`config.mk`:
```
export PLATFORM = sky130hd
export DESIGN_NAME = rgb_status_led_patterner
export DESIGN_NICKNAME = d
export VERILOG_FILES = /design/src/hdl/rsl_pkg.sv /design/src/hdl/rgb_status_led_patterner.sv /design/src/hdl/rsl_phase.sv
export SDC_FILE = /design/constraint.sdc
export NUM_CORES = 1
export LEC_CHECK = 0
export BUFFER_PORTS_ARGS = -buffer_cell sky130_fd_sc_hd__buf_2
export CORE_MARGIN = 10
export CORE_UTILIZATION = 51
export CTS_BUF_LIST = sky130_fd_sc_hd__clkbuf_8 sky130_fd_sc_hd__clkbuf_16
export DETAILED_ROUTE_END_ITERATION = 10
export GPL_TIMING_DRIVEN = 0
export PLACE_DENSITY = 0.77
export SLEW_MARGIN = 20
export SYNTH_ARGS = -nofsm -noshare
export SYNTH_HDL_FRONTEND = slang
export SYNTH_SLANG_ARGS = --single-unit
```
`constraint.sdc`:
```
create_clock -name clk -period 19.7 [get_ports clk]
set_clock_uncertainty 0.05 [all_clocks]
set_input_delay 1.97 -clock clk [delete_from_list [all_inputs] [get_ports clk]]
set_output_delay 1.97 -clock clk [all_outputs]
set_load 0.01 [all_outputs]
```
`src/hdl/rsl_pkg.sv`:
```
// shared types and constants for the rgb status led patterner
// no dependencies
`default_nettype none

package rsl_pkg;

  localparam int TIME_WIDTH = 32;
  typedef logic [TIME_WIDTH-1:0] time_t;

  typedef enum logic [1:0] {
    CMD_TICK     = 2'd0,
    CMD_TUNNEL   = 2'd1,
    CMD_IDENTIFY = 2'd2
  } cmd_t;

  typedef enum logic [1:0] {
    MODE_OFF       = 2'd0,
    MODE_HEARTBEAT = 2'd1,
    MODE_STATUS    = 2'd2,
    MODE_FULL      = 2'd3
  } mode_t;

  localparam logic [2:0] ST_NO_NET   = 3'd0;
  localparam logic [2:0] ST_UNCONF   = 3'd1;
  localparam logic [2:0] ST_ENROLL   = 3'd2;
  localparam logic [2:0] ST_RUNNING  = 3'd3;
  localparam logic [2:0] ST_ERROR    = 3'd4;

  // bit0 red, bit1 green, bit2 blue
  localparam logic [2:0] LVL_R = 3'b001;
  localparam logic [2:0] LVL_G = 3'b010;
  localparam logic [2:0] LVL_B = 3'b100;

  localparam time_t UPDATE_MS = time_t'(50);
  localparam time_t FLASH_MS  = time_t'(250);

  // blink periods, one per phase residue of the counter
  localparam logic [8:0]  PER_300  = 9'd300;
  localparam logic [9:0]  PER_1000 = 10'd1000;
  localparam logic [10:0] PER_2000 = 11'd2000;
  localparam logic [8:0]  PER_400  = 9'd400;
  localparam logic [12:0] PER_5000 = 13'd5000;

  localparam logic [8:0]  IDENT_STEP  = 9'd100;
  localparam logic [8:0]  IDENT_STEP2 = 9'd200;
  localparam logic [8:0]  DUTY_300    = 9'd150;
  localparam logic [9:0]  DUTY_1000   = 10'd500;
  localparam logic [10:0] DUTY_2000   = 11'd1000;
  localparam logic [8:0]  DUTY_400    = 9'd200;
  localparam logic [12:0] DUTY_5000   = 13'd120;

  typedef struct packed {
    logic [8:0]  p300;
    logic [9:0]  p1000;
    logic [10:0] p2000;
    logic [8:0]  p400;
    logic [12:0] p5000;
  } phase_t;

endpackage

`default_nettype wire

```
`src/hdl/rgb_status_led_patterner.sv`:
```
// top level of the rgb status led patterner
// depends on rsl_pkg and rsl_phase
//
//  channel   dir  beat contents
//  s_axis    in   tuser: command; tdata: device_status, identify_duration_ms
//  m_axis    out  tdata: red_on, green_on, blue_on, identify_active
//  cfg       in   write of led_mode, one cycle
//
// one beat per cycle sustained while m_axis_tready is high; input register,
// then one pass of logic into the output register. m_axis_tready low holds
// the output register; the input register takes one more beat, then
// s_axis_tready drops until the output drains. synchronous reset clears the
// valid flags and the block state; beat and result data are not reset.
`default_nettype none

module rgb_status_led_patterner (
  input  wire logic        clk,
  input  wire logic        rst,
  input  wire logic        s_axis_tvalid,
  output      logic        s_axis_tready,
  input  wire logic [1:0]  s_axis_tuser,  // [1:0] command
  input  wire logic [39:0] s_axis_tdata,  // [2:0] device_status, [34:3] identify_duration_ms
  output      logic        m_axis_tvalid,
  input  wire logic        m_axis_tready,
  output      logic [7:0]  m_axis_tdata,  // [0] red_on, [1] green_on, [2] blue_on,
                                          // [3] identify_active
  input  wire logic        cfg_we,
  input  wire logic [1:0]  cfg_wdata
);

  // input register
  logic                 s1_valid;
  logic [1:0]           s1_cmd;
  logic [2:0]           s1_status;
  logic [31:0]          s1_dur;

  // block state
  rsl_pkg::mode_t       led_mode;
  rsl_pkg::time_t       ms_counter;
  rsl_pkg::time_t       last_update_ms;
  rsl_pkg::time_t       flash_deadline;
  rsl_pkg::time_t       identify_deadline;
  logic [2:0]           led_levels;

  rsl_pkg::time_t       ms_counter_next;
  rsl_pkg::time_t       last_update_ms_next;
  rsl_pkg::time_t       flash_deadline_next;
  rsl_pkg::time_t       identify_deadline_next;
  logic [2:0]           led_levels_next;

  logic                 out_valid;
  logic [3:0]           out_bits;

  logic                 advance;
  logic                 tick;
  logic                 hb;
  rsl_pkg::time_t       cnt_inc;
  rsl_pkg::phase_t      phase_next;
  logic [2:0]           ident_color;
  logic [2:0]           status_color;
  logic                 ident_active;

  assign advance       = s1_valid && (!out_valid || m_axis_tready);
  assign s_axis_tready = !s1_valid || !out_valid || m_axis_tready;
  assign tick          = (s1_cmd == rsl_pkg::CMD_TICK);
  assign cnt_inc       = ms_counter + rsl_pkg::time_t'(1);
  assign hb            = (led_mode == rsl_pkg::MODE_HEARTBEAT);

  rsl_phase u_phase (
    .clk        (clk),
    .rst        (rst),
    .advance    (advance && tick),
    .wrap       (cnt_inc == '0),
    .phase_next (phase_next)
  );

  // red, green, blue, 100 ms each
  always_comb begin
    if (phase_next.p300 < rsl_pkg::IDENT_STEP) begin
      ident_color = rsl_pkg::LVL_R;
    end else if (phase_next.p300 < rsl_pkg::IDENT_STEP2) begin
      ident_color = rsl_pkg::LVL_G;
    end else begin
      ident_color = rsl_pkg::LVL_B;
    end
  end

  always_comb begin
    case (s1_status)
      rsl_pkg::ST_NO_NET: begin
        status_color = (!hb || phase_next.p1000 < rsl_pkg::DUTY_1000) ?
                       rsl_pkg::LVL_B : 3'b000;
      end
      rsl_pkg::ST_UNCONF: begin
        status_color = (!hb || phase_next.p2000 < rsl_pkg::DUTY_2000) ?
                       (rsl_pkg::LVL_R | rsl_pkg::LVL_G) : 3'b000;
      end
      rsl_pkg::ST_ENROLL: begin
        status_color = (phase_next.p400 < rsl_pkg::DUTY_400) ?
                       (rsl_pkg::LVL_G | rsl_pkg::LVL_B) : 3'b000;
      end
      rsl_pkg::ST_RUNNING: begin
        status_color = (!hb || phase_next.p5000 < rsl_pkg::DUTY_5000) ?
                       rsl_pkg::LVL_G : 3'b000;
      end
      rsl_pkg::ST_ERROR: begin
        status_color = (phase_next.p300 < rsl_pkg::DUTY_300) ?
                       rsl_pkg::LVL_R : 3'b000;
      end
      // unknown status keeps the current levels
      default: begin
        status_color = led_levels;
      end
    endcase
  end

  always_comb begin
    logic settled;
    settled                = 1'b0;
    ms_counter_next        = ms_counter;
    last_update_ms_next    = last_update_ms;
    flash_deadline_next    = flash_deadline;
    identify_deadline_next = identify_deadline;
    led_levels_next        = led_levels;
    case (s1_cmd)
      rsl_pkg::CMD_TICK: begin
        ms_counter_next = cnt_inc;
        if ((cnt_inc - last_update_ms) >= rsl_pkg::UPDATE_MS) begin
          last_update_ms_next = cnt_inc;
          if (identify_deadline != '0) begin
            if (cnt_inc < identify_deadline) begin
              led_levels_next = ident_color;
              settled         = 1'b1;
            end else begin
              identify_deadline_next = '0;
            end
          end
          if (!settled && led_mode == rsl_pkg::MODE_OFF) begin
            led_levels_next = 3'b000;
            settled         = 1'b1;
          end
          if (!settled && led_mode == rsl_pkg::MODE_FULL && flash_deadline != '0) begin
            if (cnt_inc < flash_deadline) begin
              led_levels_next = rsl_pkg::LVL_R | rsl_pkg::LVL_G | rsl_pkg::LVL_B;
              settled         = 1'b1;
            end else begin
              flash_deadline_next = '0;
            end
          end
          if (!settled) begin
            led_levels_next = status_color;
          end
        end
      end
      rsl_pkg::CMD_TUNNEL: begin
        if (led_mode == rsl_pkg::MODE_FULL) begin
          flash_deadline_next = ms_counter + rsl_pkg::FLASH_MS;
        end
      end
      rsl_pkg::CMD_IDENTIFY: begin
        identify_deadline_next = ms_counter + rsl_pkg::time_t'(s1_dur);
      end
      default: begin
      end
    endcase
  end

  assign ident_active = (identify_deadline_next != '0) &&
                        (ms_counter_next < identify_deadline_next);

  always_ff @(posedge clk) begin
    if (rst) begin
      s1_valid <= 1'b0;
    end else if (s_axis_tready) begin
      s1_valid <= s_axis_tvalid;
    end
    if (s_axis_tready && s_axis_tvalid) begin
      s1_cmd    <= s_axis_tuser;
      s1_status <= s_axis_tdata[2:0];
      s1_dur    <= s_axis_tdata[34:3];
    end
  end

  always_ff @(posedge clk) begin
    if (rst) begin
      out_valid <= 1'b0;
    end else if (advance) begin
      out_valid <= 1'b1;
    end else if (m_axis_tready) begin
      out_valid <= 1'b0;
    end
    if (advance) begin
      out_bits <= {ident_active, led_levels_next};
    end
  end

  always_ff @(posedge clk) begin
    if (rst) begin
      led_mode          <= rsl_pkg::MODE_OFF;
      ms_counter        <= '0;
      last_update_ms    <= '0;
      flash_deadline    <= '0;
      identify_deadline <= '0;
      led_levels        <= 3'b000;
    end else begin
      if (advance) begin
        ms_counter        <= ms_counter_next;
        last_update_ms    <= last_update_ms_next;
        flash_deadline    <= flash_deadline_next;
        identify_deadline <= identify_deadline_next;
      end
      if (cfg_we) begin
        led_mode <= rsl_pkg::mode_t'(cfg_wdata);
      end
      // mode off darkens the led at once
      if (cfg_we && rsl_pkg::mode_t'(cfg_wdata) == rsl_pkg::MODE_OFF) begin
        led_levels <= 3'b000;
      end else if (advance) begin
        led_levels <= led_levels_next;
      end
    end
  end

  assign m_axis_tvalid = out_valid;
  assign m_axis_tdata  = {4'b0000, out_bits};

endmodule

`default_nettype wire

```
`src/hdl/rsl_phase.sv`:
```
// counter residues for the blink and identify periods, kept incrementally
// depends on rsl_pkg
`default_nettype none

module rsl_phase (
  input  wire logic           clk,
  input  wire logic           rst,
  input  wire logic           advance,
  input  wire logic           wrap,
  output rsl_pkg::phase_t     phase_next
);

  rsl_pkg::phase_t phase_q;

  // residue after one more tick; a counter wrap restarts every residue
  always_comb begin
    phase_next.p300  = (wrap || phase_q.p300 == rsl_pkg::PER_300 - 9'd1) ?
                       9'd0 : phase_q.p300 + 9'd1;
    phase_next.p1000 = (wrap || phase_q.p1000 == rsl_pkg::PER_1000 - 10'd1) ?
                       10'd0 : phase_q.p1000 + 10'd1;
    phase_next.p2000 = (wrap || phase_q.p2000 == rsl_pkg::PER_2000 - 11'd1) ?
                       11'd0 : phase_q.p2000 + 11'd1;
    phase_next.p400  = (wrap || phase_q.p400 == rsl_pkg::PER_400 - 9'd1) ?
                       9'd0 : phase_q.p400 + 9'd1;
    phase_next.p5000 = (wrap || phase_q.p5000 == rsl_pkg::PER_5000 - 13'd1) ?
                       13'd0 : phase_q.p5000 + 13'd1;
  end

  always_ff @(posedge clk) begin
    if (rst) begin
      phase_q <= '0;
    end else if (advance) begin
      phase_q <= phase_next;
    end
  end

endmodule

`default_nettype wire

```
[Word level (Yosys, flattened, before mapping)]
Index checks and enable logic that the tools add are counted.
W data, S select, Z words.
Storage, ports and cells
  word-level logic and storage cells: 135
  input bits: 49
  output and inout bits: 10
  flip-flop bits (word level): 228
Cells by class
  multiplexer cells: 44
  $lt $le $gt $ge: 11
  add/subtract/negate cells: 9
  equal/unequal tests: 17
  reductions and logical operators: 37
Operator list (count)
  $mux W32: 8
  $pmux W32 S2: 2
  $lt A32 B32 Y1: 3
  $reduce_bool A32 Y1: 3
  $mux W3: 12
  $add A32 B1 Y32 const B: 1
  $add A32 B32 Y32: 1
  $add A32 B8 Y32 const B: 1
  $ge A32 B6 Y1 const B: 1
  $logic_not A32 Y1: 1
  $sub A32 B32 Y32: 1
  $lt A9 B8 Y1 const B: 3
  $add A9 B1 Y9 const B: 2
  $eq A9 B9 Y1 const B: 2
  $mux W9: 2
  $pmux W3 S5: 1
  $mux W1: 14
  $add A13 B1 Y13 const B: 1
  $eq A13 B13 Y1 const B: 1
  $lt A13 B7 Y1 const B: 1
  $mux W13: 1
  $add A11 B1 Y11 const B: 1
  $eq A11 B11 Y1 const B: 1
  $logic_or A1 B1 Y1: 11
  other kinds (23): 43

[Depth between registers and ports, before layout]
Gate-level depths: netlist (run 1).
  depth in word-level cells: 20
  mapped depth: 33
  mapped depth without buffers: 30

[Hierarchy]
Synthesis (run 1) repeated with hierarchy kept, for this count alone.
Unflattened totals
  cells, all modules: 2421
  area, all modules: 19020.7 um2
Modules (own cells, without submodules)
  rgb_status_led_patterner: area each 15546.2 um2, cells each 1956, times used 1, sequential area each 3933.8 um2
  rsl_phase: area each 3474.6 um2, cells each 465, times used 1, sequential area each 1041.0 um2

[Worst setup path after synthesis (run 1)]
No wires, ideal clock.
  path kind: reg-to-reg
  start point: reg ms_counter[1]
  end point: reg out_bits[3], data pin
  path buffers: 3
  stages on the path, launching flop included: 34
  required time: 19.504 ns
  arrival: 6.310 ns
  library setup time: 0.146 ns
  period minus slack after synthesis: 6.506 ns
  setup slack: 13.194 ns
  cell sequence: dfxtp_1 > ha_1 > and2_1 > buf_2 > nand4_2 > nor3_1 > nand4_1 > xnor2_1 > ha_1 > clkbuf_1 > a21oi_2 > nand2_1 > o32ai_2 > mux2i_1 > nor4_1 > nand4_1 > or4_4 > or4_4 > nand2_2 > buf_6 > a22oi_1 > ha_1 > a21oi_1 > nor2b_1 > o21ai_0 > nand2b_1 > a21oi_1 > nor2b_1 > o21ai_0 > nand2b_1 > a21oi_1 > o311a_1 > o21ai_0 > a21oi_1
Between the ends
  cells in the longest elaborated chain, start to end: 8
  elaborated cells between the ends (all ways): 13
  those cells by class: add/sub: 3; order compare: 3; mux: 5; reduce/logical: 2
RTL lines
  start, declared: RTL line rgb_status_led_patterner.sv:39  | rsl_pkg::time_t ms_counter;
  start signal, assigned: RTL line rgb_status_led_patterner.sv:207  | ms_counter <= ms_counter_next;
  $add A32 B1 Y32 *: RTL line rgb_status_led_patterner.sv:66  | assign cnt_inc = ms_counter + rsl_pkg::time_t'(1);
  named net cnt_inc[24]: RTL line rgb_status_led_patterner.sv:57  | rsl_pkg::time_t cnt_inc;
  parallel branches: the longest is 6 deep, another holds $sub A32 B32 Y32
  $logic_and A1 B1 Y1 *: RTL line rgb_status_led_patterner.sv:168  | assign ident_active = (identify_deadline_next != '0) &&
  named net ident_active: RTL line rgb_status_led_patterner.sv:61  | logic ident_active;
  end signal, assigned: RTL line rgb_status_led_patterner.sv:193  | out_bits <= {ident_active, led_levels_next};
  end, declared: RTL line rgb_status_led_patterner.sv:52  | logic [3:0] out_bits;
Mark *: on every way through the listed nets, which the timed path passes.
A chain may end at the register's enable or synchronous reset.

[Worst setup path after layout (run 1)]
Same ends and word-level chain as after synthesis.

==> impl_metrics.py, run 1 <==
metrics = {
    "critical_path": {
        "reg2reg_from": "ms_counter[1]",
        "cp-start-kind": "register",
        "setup.worst_path.start": "ms_counter[1]",
        "crit_type": "register to register",
        "critPathSlowestCell": "a2111oi_0",
        "critPathMaxFanout": 10,
        "required_ns": 20.05,
        "endpoint_kind": "register",
        "crit_top_cell": "a21oi_1",
        "cpPeakStageDelay_ns": 0.88,
        "cp.arrival_ns": 9.66,
    },
    "yosys": {
        "netlist_area_um2": 18300,
        "ys_warn_count": 0,
        "synth_seq_area_share_pct": 27.2,
        "ys_seq_elements": 228,
        "syn-instance-count": 2372,
        "async_flop_share_pct": 0,
        "yosysUniqueCellTypes": 91,
        "avgSynthCellArea_um2": 7.70,
        "ys.flop_type": "dfxtp_1",
        "synthTopCellsByArea": "dfxtp_1 20%, ha_1 11%, edfxtp_1 6.7%",
        "synth_edf_count": 41,
        "synth_top_area_share_pct": 20.5,
        "synth_top_cell_by_area": "dfxtp_1",
    },
    "sta": {
        "rsz0062_at_grt": "false",
        "hold_viol": 0,
        "whs_ns": 0.423,
        "setup_slack_ns": 10.39,
        "slew_violations": 0,
        "setup-tns-final_ns": 0,
        "period_needed_ns": 9.31,
        "slew_headroom_pct": 31.9,
        "final.period_utilization_pct": 47.2,
        "worst_pin_slew_ns": 0.995,
        "setup_viol": 0,
        "timing.fmax_ghz": 0.107,
    },
    "global_routing": {
        "grt_pass1_vias": 17172,
        "grt_max_degree": 35,
        "antenna_found_initial": 0,
        "grt_pass1_wl_mm": 92.9,
        "grt_usage_pct": 25.8,
        "grt_overflow": 0,
    },
    "flow_run": {
        "drv_cap": 0,
    },
    "power": {
        "switchingPower_mw": 0.325,
        "clkPwrFrac_pct": 44.3,
        "p_comb_share_pct": 13.2,
        "seq_power_share_pct": 42.5,
        "power_density_nw_per_um2": 58.4,
        "sw_frac_of_total_pct": 27.8,
        "p_int_mw": 0.844,
        "irDropWorstVdd_v": 0.0000740,
        "p_leak_nw": 8.24,
    },
    "floorplan": {
        "core_region_area_um2": 35500,
        "initial_core_util_pct": 51.5,
        "ios": 59,
        "core.rowCount": 69,
        "die_x_um": 209,
        "fp.dieH_um": 209,
        "dieArea_um2": 43800,
    },
    "worst_hold_path": {
        "hp-start": "flash_deadline[30]",
        "hp-class": "register to register",
    },
    "placed_design": {
        "dp_hpwl_mm": 46.6,
        "gpl.final_weighted_congestion": 1.01,
        "detailedPlace.worstSlack_ns": 10.86,
        "io_buffers": 48,
    },
    "detailed_routing": {
        "drtIter0Drc": 2063,
        "ant_nets": 0,
        "vias": 18264,
        "drc": 0,
        "viasPerCell": 6.22,
        "first_pass_iters": 7,
        "drt_wl_total_mm": 59.3,
        "wl_per_cell_um": 20.2,
    },
    "cts": {
        "clk_pin_slew_worst_paths_ns": 0.07,
        "cts_setup_buffers": 0,
        "cts_tree": "yes",
        "root_buffer": "clkbuf_16",
        "cts_resized": 0,
        "hold_buffers": 0,
        "htreeDepth": 1,
        "clock-sinks": 228,
        "clock_path_buffers": 3,
        "clk-insertion-delay-late_ns": 0.58,
        "cts_made_buffers": 27,
    },
    "cells_and_area": {
        "final_common_cell": "nor2_1",
        "antenna_cells": 0,
        "area_growth_pct": 9.63,
        "drive_gt1_share_pct": 7.19,
        "final_nets": 2666,
        "final_cell_mix": "284 x nor2_1, 215 x a21oi_1, 192 x nand2_1",
    },
    "status": {
        "status": "completed",
    },
}
flip-flops by register name, summed over array words and instances, names as in the netlist:
signal             cells
last_update_ms        32
s1_valid               1
s1_cmd                 2
m_axis_tvalid          1
out_bits               4
ms_counter            32
led_mode               2
s1_status              3
identify_deadline     32
u_phase.phase_q       52
flash_deadline        32
led_levels             3
s1_dur                32
cells by family (layout without fill, tap and decap cells):
kind of cell	count (synthesis)	after routing	synth area share (%)
other	1	4	0.0205
XOR/XNOR	159	159	7.71
AND/OR/NAND/NOR	941	941	25.9
AO/OA/AOI/OAI	599	599	20.8
multiplexers	22	22	1.24
buffers and inverters	258	357	5.80
adder cells (fa/ha/maj)	164	164	11.3
flip-flops	228	228	27.2
power groups by stage:
stage                     Sequential (mW)  Clock, mW  Combinational [mW]
after floorplan                     0.504          0               0.103
after global placement              0.507          0               0.145
after detailed placement            0.507          0               0.149
after CTS                           0.497      0.520               0.151
after global routing                0.498      0.540               0.169
final                               0.497      0.518               0.155
cell type report:
type                    count  area, um^2
fillers                  3294       15500
plain buffers             140         616
repair buffers             49         260
well taps                 461         577
multi-input cells        1889       12200
flip-flops and latches    228        4970
inverters                 118         443
clock buffers              34         772
clock inverters            16         136
through the flow:
stage	power [mW]	utilization (%)	area, um^2	instances
5_1_grt	1.21	56.4	20000	2935
4_1_cts	1.17	56.4	20000	2935
3_5_place_dp	0.656	53.9	19100	2885
6_report	1.17	56.4	20000	2935
3_3_place_gp	0.652	53.8	19100	2884
2_1_floorplan	0.607	-	18300	2375
final timing paths:
| path | endpoint | slack [ns] | depth (start not counted) |
|---|---|---|---|
| max | out_bits[3] | 10.39 | 31 |
| min | flash_deadline[30] | 0.42 | 2 |
| max reg2reg | out_bits[3] | 10.39 | 31 |
| min reg2reg | flash_deadline[30] | 0.42 | 2 |
worst max-delay path, delay by kind of cell, from the launching register on:
| family | cells | cell delay, ns |
|---|---|---|
| buffers and inverters | 2 | 0.38 |
| AOI/OAI and AO/OA | 15 | 3.61 |
| adders and majority gates | 3 | 1.13 |
| DFF | 1 | 0.54 |
| and+or+nand+nor | 10 | 2.67 |
| xor gates and xnor gates | 1 | 0.73 |
Yosys cell counts, types with 12 or more instances:
master    count
nor3_1       74
inv_1       118
ha_1        162
clkbuf_1     95
o21a_1       13
and4_1       15
dfxtp_1     187
or3_1        66
buf_2        27
xnor2_1      77
and3_1       32
nor2_1      284
and2_1       12
a211oi_1     53
nand3_1      61
nand2b_1     15
nor3b_1      19
a21o_1       54
o21ai_0     112
xor2_1       81
a22oi_1      14
nand2_1     192
nor2b_1      26
nand4_1      45
nor4_1       50
mux2i_1      17
a21oi_1     215
edfxtp_1     41
per-layer routing:
| metal | part of all wire [%] | up-vias | track usage [%] |
|---|---|---|---|
| met1 | 44 | 8602 | 34.7 |
| li1 | - | 8735 | - |
| met5 | 0 | - | 0 |
| met4 | 3.6 | 0 | 8.83 |
| met2 | 45 | 778 | 41.5 |
| met3 | 7.9 | 149 | 3.46 |
Power figures use the tool's default switching activity.
==> inputs of run 2 (changes only) <==
Clock period 19.7 ns to 9.5 ns, I/O delays scaled along.
==> impl_metrics.py, run 2 (synthesis results as in run 1) <==
metrics = {
    "status": {
        "status": "completed",
    },
    "critical_path": {
        "cp-start-kind": "register",
        "crit_top_cell": "a21oi_1",
        "required_ns": 9.85,
        "cpPeakStageDelay_ns": 0.71,
        "endpoint_kind": "register",
        "critPathSlowestCell": "a2111oi_1",
        "cp.arrival_ns": 9.49,
        "critPathMaxFanout": 10,
        "crit_type": "register to register",
    },
    "floorplan": {
        "core_region_area_um2": 35500,
        "initial_core_util_pct": 51.5,
        "core.rowCount": 69,
        "fp.dieH_um": 209,
        "dieArea_um2": 43800,
        "ios": 59,
        "die_x_um": 209,
    },
    "detailed_routing": {
        "first_pass_iters": 6,
        "wl_met2_mm": 26.5,
        "drt_wl_total_mm": 59.2,
        "wl_per_cell_um": 20.2,
        "drtIter0Drc": 2231,
        "routed.top_layer": "met4",
        "drc": 0,
        "vias": 18333,
        "ant_nets": 0,
        "route.met3.wl_mm": 5.07,
        "drt-met1-wl_mm": 25.6,
        "viasPerCell": 6.25,
    },
    "sta": {
        "slew_violations": 0,
        "timing.fmax_ghz": 0.109,
        "hold_viol": 0,
        "setup-tns-final_ns": 0,
        "final.period_utilization_pct": 96.2,
        "worst_pin_slew_ns": 1.02,
        "rsz0062_at_grt": "false",
        "period_needed_ns": 9.14,
        "setup_viol": 0,
        "slew_headroom_pct": 32.3,
    },
    "cells_and_area": {
        "area_growth_pct": 9.71,
        "final_cells": 2935,
        "top_register": "u_phase.phase_q",
        "antenna_cells": 0,
        "final_common_cell": "nor2_1",
        "fillerInstances": 3289,
        "post-route-util_pct": 56.5,
        "final_nets": 2666,
        "largest_register_ff_count": 52,
        "drive_gt1_share_pct": 7.28,
        "final_cell_mix": "284 x nor2_1, 215 x a21oi_1, 192 x nand2_1",
    },
    "power": {
        "p_leak_nw": 8.25,
        "power_density_nw_per_um2": 121,
        "irDropWorstVdd_v": 0.000153,
    },
    "flow_run": {
        "drv_cap": 0,
    },
    "cts": {
        "hold_buffers": 0,
        "root_buffer": "clkbuf_16",
        "clk_pin_slew_worst_paths_ns": 0.06,
        "clock-sinks": 228,
        "cts_setup_buffers": 0,
        "clk-insertion-delay-late_ns": 0.57,
        "htreeDepth": 1,
        "cts_tree": "yes",
        "cts_made_buffers": 27,
        "clock_path_buffers": 3,
    },
    "worst_hold_path": {
        "hp-class": "register to register",
    },
    "global_routing": {
        "grt_usage_pct": 25.8,
        "antenna_found_initial": 0,
        "grt_pass1_wl_mm": 92.9,
        "grt_max_degree": 35,
        "grt_overflow": 0,
        "grt_pass1_vias": 17172,
    },
    "placed_design": {
        "dp_hpwl_mm": 46.6,
        "gpl.final_weighted_congestion": 1.01,
        "io_buffers": 48,
        "placedCellCount": 2885,
    },
}
==> run 2: timing repair <==
action | in CTS | in global routing
endpoints found under the setup margin | 0 | 1
hold endpoints to repair | 0 | 0
gates resized for setup | 0 | 3
==> run 2: path summary, 6_finish.rpt <==
kind | start | to | slack, ns | cells past startpoint
hold reg to reg | flash_deadline[30] | flash_deadline[30] | 0.42 | 2
hold / removal | flash_deadline[30] | flash_deadline[30] | 0.42 | 2
setup reg to reg | ms_counter[2] | out_bits[3] | 0.36 | 32
setup / recovery | ms_counter[2] | out_bits[3] | 0.36 | 32
==> run 2: final cells by class <==
cell class	count	area, um^2	share of cell area, %
multi-input cells	1889	12300	61.2
flip-flops and latches	228	4970	24.8
clock buffers	34	772	3.85
plain buffers	140	616	3.07
well taps	461	577	2.88
inverters	118	443	2.21
repair buffers	49	260	1.30
clock inverters	16	136	0.681
==> run 2: critical path: cells and delay by family (launching register included) <==
family,cells,cell delay (ns)
buffers and inverters,2,0.46
adders and majority gates,3,1.18
AOI/OAI and AO/OA,16,3.44
and+or+nand+nor,10,2.68
DFF,1,0.54
xor gates and xnor gates,1,0.60
==> run 2: power by group <==
group	switching [mW]	internal, mW
combinational	0.208	0.114
clock	0.444	0.626
sequential	0.0207	1.01
==> run 2: per-stage QoR <==
step / instance area, um^2 / power [mW] / worst slack, ns / hold slack (ns)
after global routing: 20000 / 2.50 / 0.0725 / 0.446
after floorplan: 18300 / 1.26 / 2.99 / 0.392
after global placement: 19100 / 1.35 / 0.631 / 0.402
after CTS: 20000 / 2.42 / 0.587 / 0.417
after detailed placement: 19100 / 1.36 / 0.658 / 0.409
final: 20000 / 2.42 / 0.357 / 0.423
==> run 2: routing by layer <==
metal	vias to the layer above	global-route usage, %
li1	8736	-
met1	8603	34.7
met2	837	41.5
met3	157	3.46
met4	0	8.83
met5	-	0
